$ cat config.mk
export PLATFORM = sky130hd
export DESIGN_NAME = virtual_channel_arbiter_core
export DESIGN_NICKNAME = d
export VERILOG_FILES = /design/src/hdl/vca_pkg.sv /design/src/hdl/vca_rr_pick.sv /design/src/hdl/vca_core.sv /design/src/hdl/virtual_channel_arbiter_core.sv
export SDC_FILE = /design/constraint.sdc
export NUM_CORES = 1
export LEC_CHECK = 0
export ABC_AREA = 1
export BUFFER_PORTS_ARGS = -buffer_cell sky130_fd_sc_hd__buf_2
export CAP_MARGIN = 15
export CORE_ASPECT_RATIO = 0.75
export CORE_MARGIN = 2
export CORE_UTILIZATION = 55
export DETAILED_ROUTE_END_ITERATION = 12
export PLACE_DENSITY_LB_ADDON = 0.08
export SYNTH_ARGS = -nofsm -noshare
export SYNTH_HDL_FRONTEND = slang
export SYNTH_SLANG_ARGS = --single-unit
$ cat constraint.sdc
create_clock -name clk -period 3.7 [get_ports clk]
set_input_delay 0.555 -clock clk [delete_from_list [all_inputs] [get_ports clk]]
set_output_delay 0.555 -clock clk [all_outputs]
set_load 0.05 [all_outputs]
$ cat src/hdl/vca_pkg.sv
// shared types and constants for the virtual channel arbiter
package vca_pkg;

  // channel count and field widths, fixed by the request and result formats
  localparam int CHANNELS = 8;
  localparam int CH_W     = 3;
  localparam int WIN_W    = 4;
  localparam int CNT_W    = 4;

  // request kinds
  localparam logic [1:0] KIND_SET   = 2'd0;
  localparam logic [1:0] KIND_CLEAR = 2'd1;
  localparam logic [1:0] KIND_PICK  = 2'd2;
  localparam logic [1:0] KIND_QUERY = 2'd3;

  // arbitration policy
  localparam logic POLICY_RR   = 1'b0;
  localparam logic POLICY_FCFS = 1'b1;

  // winner code when nothing is granted
  localparam logic [WIN_W-1:0] WIN_NONE = WIN_W'(CHANNELS);

  // one request: operation and addressed channel
  typedef struct packed {
    logic [1:0]      kind;
    logic [CH_W-1:0] channel;
  } vca_op_t;

  // one result
  typedef struct packed {
    logic [WIN_W-1:0] winner;
    logic             request_bit;
    logic             error;
  } vca_res_t;

endpackage

$ cat src/hdl/vca_rr_pick.sv
// round-robin search: first requesting channel after the last winner
module vca_rr_pick
  import vca_pkg::*;
(
  input  logic [CHANNELS-1:0] req,
  input  logic [CH_W-1:0]     last_ptr,
  output logic                found,
  output logic [CH_W-1:0]     win
);

  // scan from last_ptr+1 round to last_ptr; the nearest hit is assigned last
  always_comb begin
    logic [CH_W-1:0] c;
    found = 1'b0;
    win   = last_ptr;
    c     = last_ptr;
    for (int i = CHANNELS - 1; i >= 0; i--) begin
      c = last_ptr + CH_W'(i + 1);
      if (req[c]) begin
        found = 1'b1;
        win   = c;
      end
    end
  end

endmodule

$ cat src/hdl/vca_core.sv
// arbiter state: request bits, round-robin pointer and arrival queue
module vca_core
  import vca_pkg::*;
(
  input  logic     clk,
  input  logic     rst_n,
  input  logic     policy,
  input  logic     op_fire,
  input  vca_op_t  op,
  output vca_res_t res
);

  logic [CHANNELS-1:0] req_r, req_nxt;
  logic [CH_W-1:0]     ptr_r, ptr_nxt;
  logic [CH_W-1:0]     head_r, head_nxt;
  logic [CNT_W-1:0]    count_r, count_nxt;
  logic [CH_W-1:0]     queue_r [CHANNELS];
  logic                q_we;
  logic [CH_W-1:0]     q_waddr;
  logic                rr_found;
  logic [CH_W-1:0]     rr_win;

  vca_rr_pick u_rr_pick (
    .req      (req_r),
    .last_ptr (ptr_r),
    .found    (rr_found),
    .win      (rr_win)
  );

  // tail slot of the arrival queue
  assign q_waddr = head_r + count_r[CH_W-1:0];

  // execute one request against the current state
  always_comb begin
    req_nxt   = req_r;
    ptr_nxt   = ptr_r;
    head_nxt  = head_r;
    count_nxt = count_r;
    q_we      = 1'b0;
    res.winner      = WIN_NONE;
    res.error       = 1'b0;
    res.request_bit = 1'b0;
    unique case (op.kind)
      KIND_SET: begin
        if (policy == POLICY_FCFS) begin
          if (req_r[op.channel]) begin
            res.error = 1'b1;
          end else begin
            req_nxt[op.channel] = 1'b1;
            if (count_r < CNT_W'(CHANNELS)) begin
              q_we      = 1'b1;
              count_nxt = count_r + CNT_W'(1);
            end
          end
        end else begin
          req_nxt[op.channel] = 1'b1;
        end
      end
      KIND_CLEAR: begin
        req_nxt[op.channel] = 1'b0;
      end
      KIND_PICK: begin
        if (policy == POLICY_FCFS) begin
          if (count_r != '0) begin
            res.winner = WIN_W'(queue_r[head_r]);
            head_nxt   = head_r + CH_W'(1);
            count_nxt  = count_r - CNT_W'(1);
          end
        end else if (rr_found) begin
          res.winner = WIN_W'(rr_win);
          ptr_nxt    = rr_win;
        end
      end
      KIND_QUERY: begin
      end
      default: begin
      end
    endcase
    if (op.kind != KIND_PICK) begin
      res.request_bit = req_nxt[op.channel];
    end
  end

  // control state
  always_ff @(posedge clk) begin
    if (!rst_n) begin
      req_r   <= '0;
      ptr_r   <= CH_W'(CHANNELS - 1);
      head_r  <= '0;
      count_r <= '0;
    end else if (op_fire) begin
      req_r   <= req_nxt;
      ptr_r   <= ptr_nxt;
      head_r  <= head_nxt;
      count_r <= count_nxt;
    end
  end

  // arrival queue storage, no reset: only written slots are read
  always_ff @(posedge clk) begin
    if (op_fire && q_we) begin
      queue_r[q_waddr] <= op.channel;
    end
  end

  // arrival queue count never exceeds its CHANNELS slots
  a_count_bound: assert property (@(posedge clk) disable iff (!rst_n)
    count_r <= CNT_W'(CHANNELS))
    else $error("arrival queue count overflow");

  // error only for an fcfs set on an already pending request
  a_error_cause: assert property (@(posedge clk) disable iff (!rst_n)
    (op_fire && res.error) |->
      (policy == POLICY_FCFS && op.kind == KIND_SET && req_r[op.channel]))
    else $error("error flag without repeated fcfs set");

  // a round-robin pick with pending requests always grants one
  a_rr_grant: assert property (@(posedge clk) disable iff (!rst_n)
    (op_fire && op.kind == KIND_PICK && policy == POLICY_RR && (|req_r)) |->
      (res.winner != WIN_NONE && req_r[res.winner[CH_W-1:0]]))
    else $error("round-robin pick missed a pending request");

  // fcfs pick from a non-empty queue pops exactly one entry
  a_fcfs_pop: assert property (@(posedge clk) disable iff (!rst_n)
    (op_fire && op.kind == KIND_PICK && policy == POLICY_FCFS && count_r != '0) |=>
      (count_r == $past(count_r) - CNT_W'(1)))
    else $error("fcfs pick did not pop the queue");

endmodule

$ cat src/hdl/virtual_channel_arbiter_core.sv
// Result path: an accepted request waits in the input register, then its result loads the result register.
// Throughput: one request per cycle unless the result side stalls; the state update for a request
// completes in the same cycle as its result register load, so the next request sees it at once.
// Reset (rst_n, synchronous, active low): request bits clear, round-robin pointer at
// the last channel, arrival queue empty, policy round-robin, both stages empty.
// top level: stream handshake, input and result registers, policy register
module virtual_channel_arbiter_core
  import vca_pkg::*;
(
  input  logic       clk,
  input  logic       rst_n,
  // configuration
  input  logic       cfg_wr_en,
  input  logic       cfg_wr_data,   // policy: 0 round-robin, 1 first-come-first-serve
  // request channel
  input  logic       in_tvalid,
  output logic       in_tready,
  input  logic [7:0] in_tdata,      // [2:0] channel, [7:3] zero
  input  logic [1:0] in_tuser,      // [1:0] kind
  // result channel
  output logic       out_tvalid,
  input  logic       out_tready,
  output logic [7:0] out_tdata      // [3:0] winner, [4] request_bit, [5] error, [7:6] zero
);

  logic     policy_r;
  logic     in_valid_r;
  vca_op_t  in_op_r;
  logic     out_valid_r;
  vca_res_t out_res_r;
  vca_res_t core_res;
  logic     advance;
  logic     op_fire;

  // result stage can take a new value
  assign advance   = !out_valid_r || out_tready;
  assign op_fire   = in_valid_r && advance;
  assign in_tready = !in_valid_r || advance;

  // policy register
  always_ff @(posedge clk) begin
    if (!rst_n) begin
      policy_r <= POLICY_RR;
    end else if (cfg_wr_en) begin
      policy_r <= cfg_wr_data;
    end
  end

  // input stage
  always_ff @(posedge clk) begin
    if (!rst_n) begin
      in_valid_r <= 1'b0;
    end else if (in_tready) begin
      in_valid_r <= in_tvalid;
    end
  end

  always_ff @(posedge clk) begin
    if (in_tvalid && in_tready) begin
      in_op_r.kind    <= in_tuser;
      in_op_r.channel <= in_tdata[CH_W-1:0];
    end
  end

  vca_core u_core (
    .clk     (clk),
    .rst_n   (rst_n),
    .policy  (policy_r),
    .op_fire (op_fire),
    .op      (in_op_r),
    .res     (core_res)
  );

  // result stage
  always_ff @(posedge clk) begin
    if (!rst_n) begin
      out_valid_r <= 1'b0;
    end else if (advance) begin
      out_valid_r <= in_valid_r;
    end
  end

  always_ff @(posedge clk) begin
    if (op_fire) begin
      out_res_r <= core_res;
    end
  end

  assign out_tvalid = out_valid_r;
  assign out_tdata  = {2'b00, out_res_r.error, out_res_r.request_bit, out_res_r.winner};

endmodule

# Word-level counts from Yosys, hierarchy flattened
# Memory sizes are Yosys's and may differ from the RTL's. A register that Yosys moved wholly into a read port is not among the register bits.
# Index checks and enable logic that the tools add are counted.
# word_totals
out_inout_bits	10
ff_bits	32
ram_bits	24
input_bits	16
wordCells	120
memories	1
# memory_table
memory	words	word_bits	rd	rd_clocked_by_memory_dff	wr	line_no	text
u_core.queue_r	8	3	1	1	1	vca_core.sv:17	logic [CH_W-1:0] queue_r [CHANNELS];
# op_classes
mux	58
add_sub_neg	11
reduce_logical	15
n_lt_le_gt_ge	11
n_bitwise	4
eq_ne	8
# ops
operator	count
< comparator 3 x 4 -> 1 bit (second input constant)	9
2-to-1 mux 4 bit	8
binary-select mux 1 bit (select 3 bit)	10
2-to-1 mux 3 bit	9
2-to-1 mux 1 bit	26
2-to-1 mux 8 bit	2
one-hot mux 8 bit (2 select lines)	1
adder 3 bit (second input constant)	4
AND 8 bit	1
!= test 2 bit (second input constant)	4
NOT 8 bit	1
bitwise OR 8 bit	1
one-hot mux 4 bit (2 select lines)	1
AND reduction 4 bit	2
AND reduction 7 bit	1
adder 3 x 1 -> 3 bit (second input constant)	2
adder 3 x 2 -> 3 bit (second input constant)	2
adder 4 x 1 -> 4 bit (second input constant)	1
logical AND 1 bit	4
< comparator 4 bit (second input constant)	1
!= test 2 x 1 -> 1 bit (second input constant)	2
nonzero test 4 bit	1
subtractor 4 x 1 -> 4 bit (second input constant)	1
adder 3 bit	1
10 further kinds	12

# Depth between registers and ports, before layout
# depth
depth_word	12
mapped_depth	19
depth_no_buf	16

# Hierarchy
# A second synthesis with hierarchy kept.
# unflattened
cells_unflattened	439
hier_area_um2	3517.1
# by_module_without_submodules
module	area_each_um2	cells_per_inst	n_inst	seq_area_each_um2
vca_core	2422.3	286	1	1141.1
vca_rr_pick	614.3	121	1	0.0
virtual_channel_arbiter_core	480.5	32	1	390.4

# Worst setup path before layout
# Ideal clock, no wire load.
# synth_path
kind	flip-flop to flip-flop
start	reg u_core.ptr_r[0]
end	reg out_res_r, in the netlist out_tdata[1] (data pin)
period_less_slack_ns	2.227
setup_time_ns	0.259
required_ns	3.441
stages_incl_launch_ff	20
setup_slack_ns	1.473
arrival_time_ns	1.968
path_buffers	3
path_cell_list	dfxtp_1 -> buf_6 -> inv_4 -> buf_8 -> ha_1 -> buf_2 -> inv_1 -> nand3_1 -> nand3_2 -> nand2_1 -> nor2_2 -> nand2_1 -> nand3_1 -> nand2_1 -> nand2_1 -> nand2_1 -> nand2_1 -> nand2_1 -> nand2_1 -> a21oi_1
# synth_between
elab_chain_cells	12
elab_cells_between_ends	40
classes_between	add/sub: 7; mux: 33
# synth_rtl
item	line_no	text
start: declaration	vca_core.sv:14	logic [CH_W-1:0] ptr_r, ptr_nxt;
start signal: assignment	vca_core.sv:88	ptr_r <= CH_W'(CHANNELS - 1);
start signal: assignment	vca_core.sv:93	ptr_r <= ptr_nxt;
adder 3 bit or binary-select mux 1 bit (select 3 bit) (tied branches)	vca_rr_pick.sv:18, vca_rr_pick.sv:19	
binary-select mux 1 bit (select 3 bit) or 2-to-1 mux 1 bit (tied branches)	vca_rr_pick.sv:19	if (req[c]) begin
2-to-1 mux 1 bit (implied by the code)	vca_rr_pick.sv:19	
2-to-1 mux 3 bit or 2-to-1 mux 1 bit (tied branches) (7 in a row)	vca_rr_pick.sv:19	
2-to-1 mux 4 bit (*)	vca_core.sv:69	end else if (rr_found) begin
2-to-1 mux 4 bit (*)	vca_core.sv:63	if (policy == POLICY_FCFS) begin
end signal: assignment	virtual_channel_arbiter_core.sv:85	out_res_r <= core_res;
end: declaration	virtual_channel_arbiter_core.sv:30	vca_res_t out_res_r;
# Mark *: on every way between the ends. The rest lies on a longest branch, timed or not. The select of a mux whose other input is x is not followed.
# A chain may end at the register's enable or synchronous reset.

# Worst setup path after layout
# layout_path
start	reg u_core.ptr_r[0]
end	reg out_res_r, in the netlist out_tdata[2] (data pin)
# Same word-level chain as after synthesis.

==> reports/metrics.yaml <==
initial_utilization_pct: 57.6
synth.distinct_cells: 41
synth.avg_cell_area_um2: 8.04
arrival_ns: 2.81
antenna_cells: 0
cts_tree: "yes"
fin_crit_ns: 2.63
gp_congestion: 0.941
finalSetupViolCount: 0
crit_path_max_incr_delay_ns: 0.56
crit_path_end_kind: "flip-flop"
htreeDepth: 3
cts_setup_buffers: 0
clock_skew_ns: 0.00742
routed_via_density: 5.50
grt_max_degree: 25
synth_seq_area_share_pct: 45.1
path_buf_inv: 3
ctsResizeCount: 0
cts-root-buf: "clkbuf_8"
crit_path_start_kind: "flip-flop"
grt.total_usage_pct: 23.4
core_area_um2: 5890
ctsLongestPathBuffers: 2
path_cells: "inv_4 -> ha_1 -> inv_1 -> nand3_1 -> nand3_1 -> nand2_1 -> inv_2 -> nand3_1 -> nor2_2 -> nor3b_1 -> nand2_1 -> a21oi_1"
numCtsBuffers: 9
cellLeakagePower_nw: 1.58
relSlewSlack_pct: 48.9
row_count: 24
cp.required_ns: 3.87
synth-async-reset-ratio_pct: 0
synth_edf_count: 35
whs_ns: 0.388
die_h_um: 72.0
chipWidth_um: 94.7
timing.fmax_mhz: 380
pre_cts_ws_ns: 1.10
yosysWarnings: 0
nets: 463
synth-main-ff-cell: "edfxtp_1"
fin_crit_sh_pct: 71.2
grt_pass1_vias: 2519
wl_um: 7450
hold_viol_final: 0
crit_family: "simple AND/OR/NAND/NOR gates"
first_iter_violations: 193
routedWlPerCell_um: 14.3
path_common_cell: "nand3_1"
hpwl_um: 5460
num_vias: 2869
hp-class: "primary input to flip-flop"
syn-instance-count: 422
slew_violations: 0
path_clk_slew_ns: 0.07
setup_tns_ns: 0
p_per_area_nw_per_um2: 445
syn_to_final_growth_pct: 9.52
rsz0062_at_grt: "false"
grt-ovfl-total: 0
place.port_buffers: 18
grt_pass1_wl_um: 12200
ir_drop_mv: 0.277
setup_slack_ns: 1.07
antenna_found_initial: 0
worst-slew-pin-transition_ns: 0.767
dr.pass1.iters: 5
dieArea_um2: 6820
synth_area_um2: 3390
ant_nets: 0
outcome: "finished, final reports clean"
maxCapViolations: 0
io_pins: 26
critical_path_class: "flip-flop to flip-flop"
ctsHoldBuffers: 0
clk_latency_ns: 0.34
slowest_stage: "dfxtp_1"
layout-drive-gt1-share_pct: 12.2
crit_fanout: 11
clock_sinks: 59
drc: 0
synth_seq_cells: 59
## worst reg2reg max path, cell delays in order, from the launching register on
cell     delay, ns
dfxtp_1       0.56
inv_4         0.13
ha_1          0.47
inv_1         0.16
nand3_1       0.15
nand3_1       0.11
nand2_1       0.14
inv_2         0.07
nand3_1       0.09
nor2_2        0.05
nor3b_1       0.28
nand2_1       0.10
a21oi_1       0.17
## kinds of logic (layout without fill, tap and decap cells)
family | Yosys count | after routing | share of synthesized area, %
AOI/OAI and AO/OA | 83 | 83 | 14.4
and+or+nand+nor | 195 | 195 | 25.7
muxes | 3 | 3 | 0.885
xor gates and xnor gates | 7 | 7 | 1.81
buffers and inverters | 66 | 87 | 8.59
adders and majority gates | 8 | 8 | 3.39
other | 1 | 2 | 0.111
DFF | 59 | 59 | 45.1
## power breakdown
group	switching [mW]	internal, mW	leakage [nW]
registers	0.0305	0.716	0.517
clock network	0.249	0.394	0.107
logic	0.178	0.0851	0.954
## routing by layer
metal | wire, µm | share of wire, % | GRT usage [%] | vias up
met5 | 0 | 0 | 0 | -
met2 | 3070 | 41 | 32.7 | 87
met1 | 3860 | 52 | 36.8 | 1300
met4 | 64 | 0.86 | 5.96 | 0
li1 | - | - | - | 1474
met3 | 463 | 6.2 | 5.30 | 8
## flip-flops by register name (all words and copies together), names as in the netlist, named ones only
register	cells
out_tdata	6
u_core.queue_r	24
u_core.count_r	4
out_tvalid	1
policy_r	1
in_op_r	5
u_core.ptr_r	3
u_core.req_r	8
in_valid_r	1
u_core.head_r	3
## synth_stat cells (3+ instances only)
library cell	instances	area share (%)
buf_4	3	0.66
o32ai_1	3	0.77
nor3_1	7	1.0
buf_2	3	0.44
o21a_1	3	0.66
o211ai_1	8	1.8
nor2_2	3	0.55
a22oi_1	4	0.89
clkbuf_1	4	0.44
nand2_1	93	10
o21ai_0	34	5.0
edfxtp_1	35	31
ha_1	6	2.2
o221ai_1	3	0.77
mux2i_1	3	0.89
inv_2	5	0.55
nor2_1	34	3.8
nand3_2	5	1.5
nand2_2	4	0.74
nand3_1	41	6.0
inv_1	44	4.9
xor2_1	5	1.3
a21oi_1	24	3.5
dfxtp_1	24	14
## cell type report
cell class,count,area (µm²)
Fill cell,554,2170
Multi-Input combinational cell,298,1570
Sequential cell,59,1530
Inverter,52,198
Clock buffer,11,141
Timing Repair Buffer,19,97.6
Tap cell,78,97.6
Clock inverter,5,76.3
## per-stage QoR
| stage | area [µm²] | instances | util (%) | total power [mW] |
|---|---|---|---|---|
| 3_5_place_dp | 3500 | 506 | 59.4 | 1.02 |
| 4_1_cts | 3710 | 522 | 63.1 | 1.66 |
| 3_3_place_gp | 3500 | 506 | 59.4 | 1.01 |
| 6_report | 3710 | 522 | 63.1 | 1.65 |
| 2_1_floorplan | 3400 | 423 | - | 0.964 |
| 5_1_grt | 3710 | 522 | 63.1 | 1.72 |
## path summary, 6_finish.rpt
kind / startpoint / cells past startpoint / endpoint / slack (ns)
hold / removal: in_tdata[1] / 1 / in_op_r[1] / 0.39
setup reg to reg: u_core.ptr_r[0] / 12 / out_tdata[2] / 1.07
hold reg to reg: out_tvalid / 2 / out_tvalid / 0.51
setup / recovery: u_core.ptr_r[0] / 12 / out_tdata[2] / 1.07
## cell usage in the layout, fill, tap and decap left out, types with 3 or more instances in the layout
cell and n:
nand2_2 4, xor2_1 5, nor2_2 3, clkbuf_8 10
clkinv_1 3, nor3_1 7, o32ai_1 3, nor2_1 34
inv_1 44, o21a_1 3, ha_1 6, mux2i_1 3
nand3_2 5, edfxtp_1 35, a22oi_1 4, nand2_1 93
dfxtp_1 24, a21oi_1 24, o21ai_0 34, inv_2 5
o211ai_1 8, buf_2 18, nand3_1 41, o221ai_1 3
Note: power is estimated with default switching activity, not from simulation.
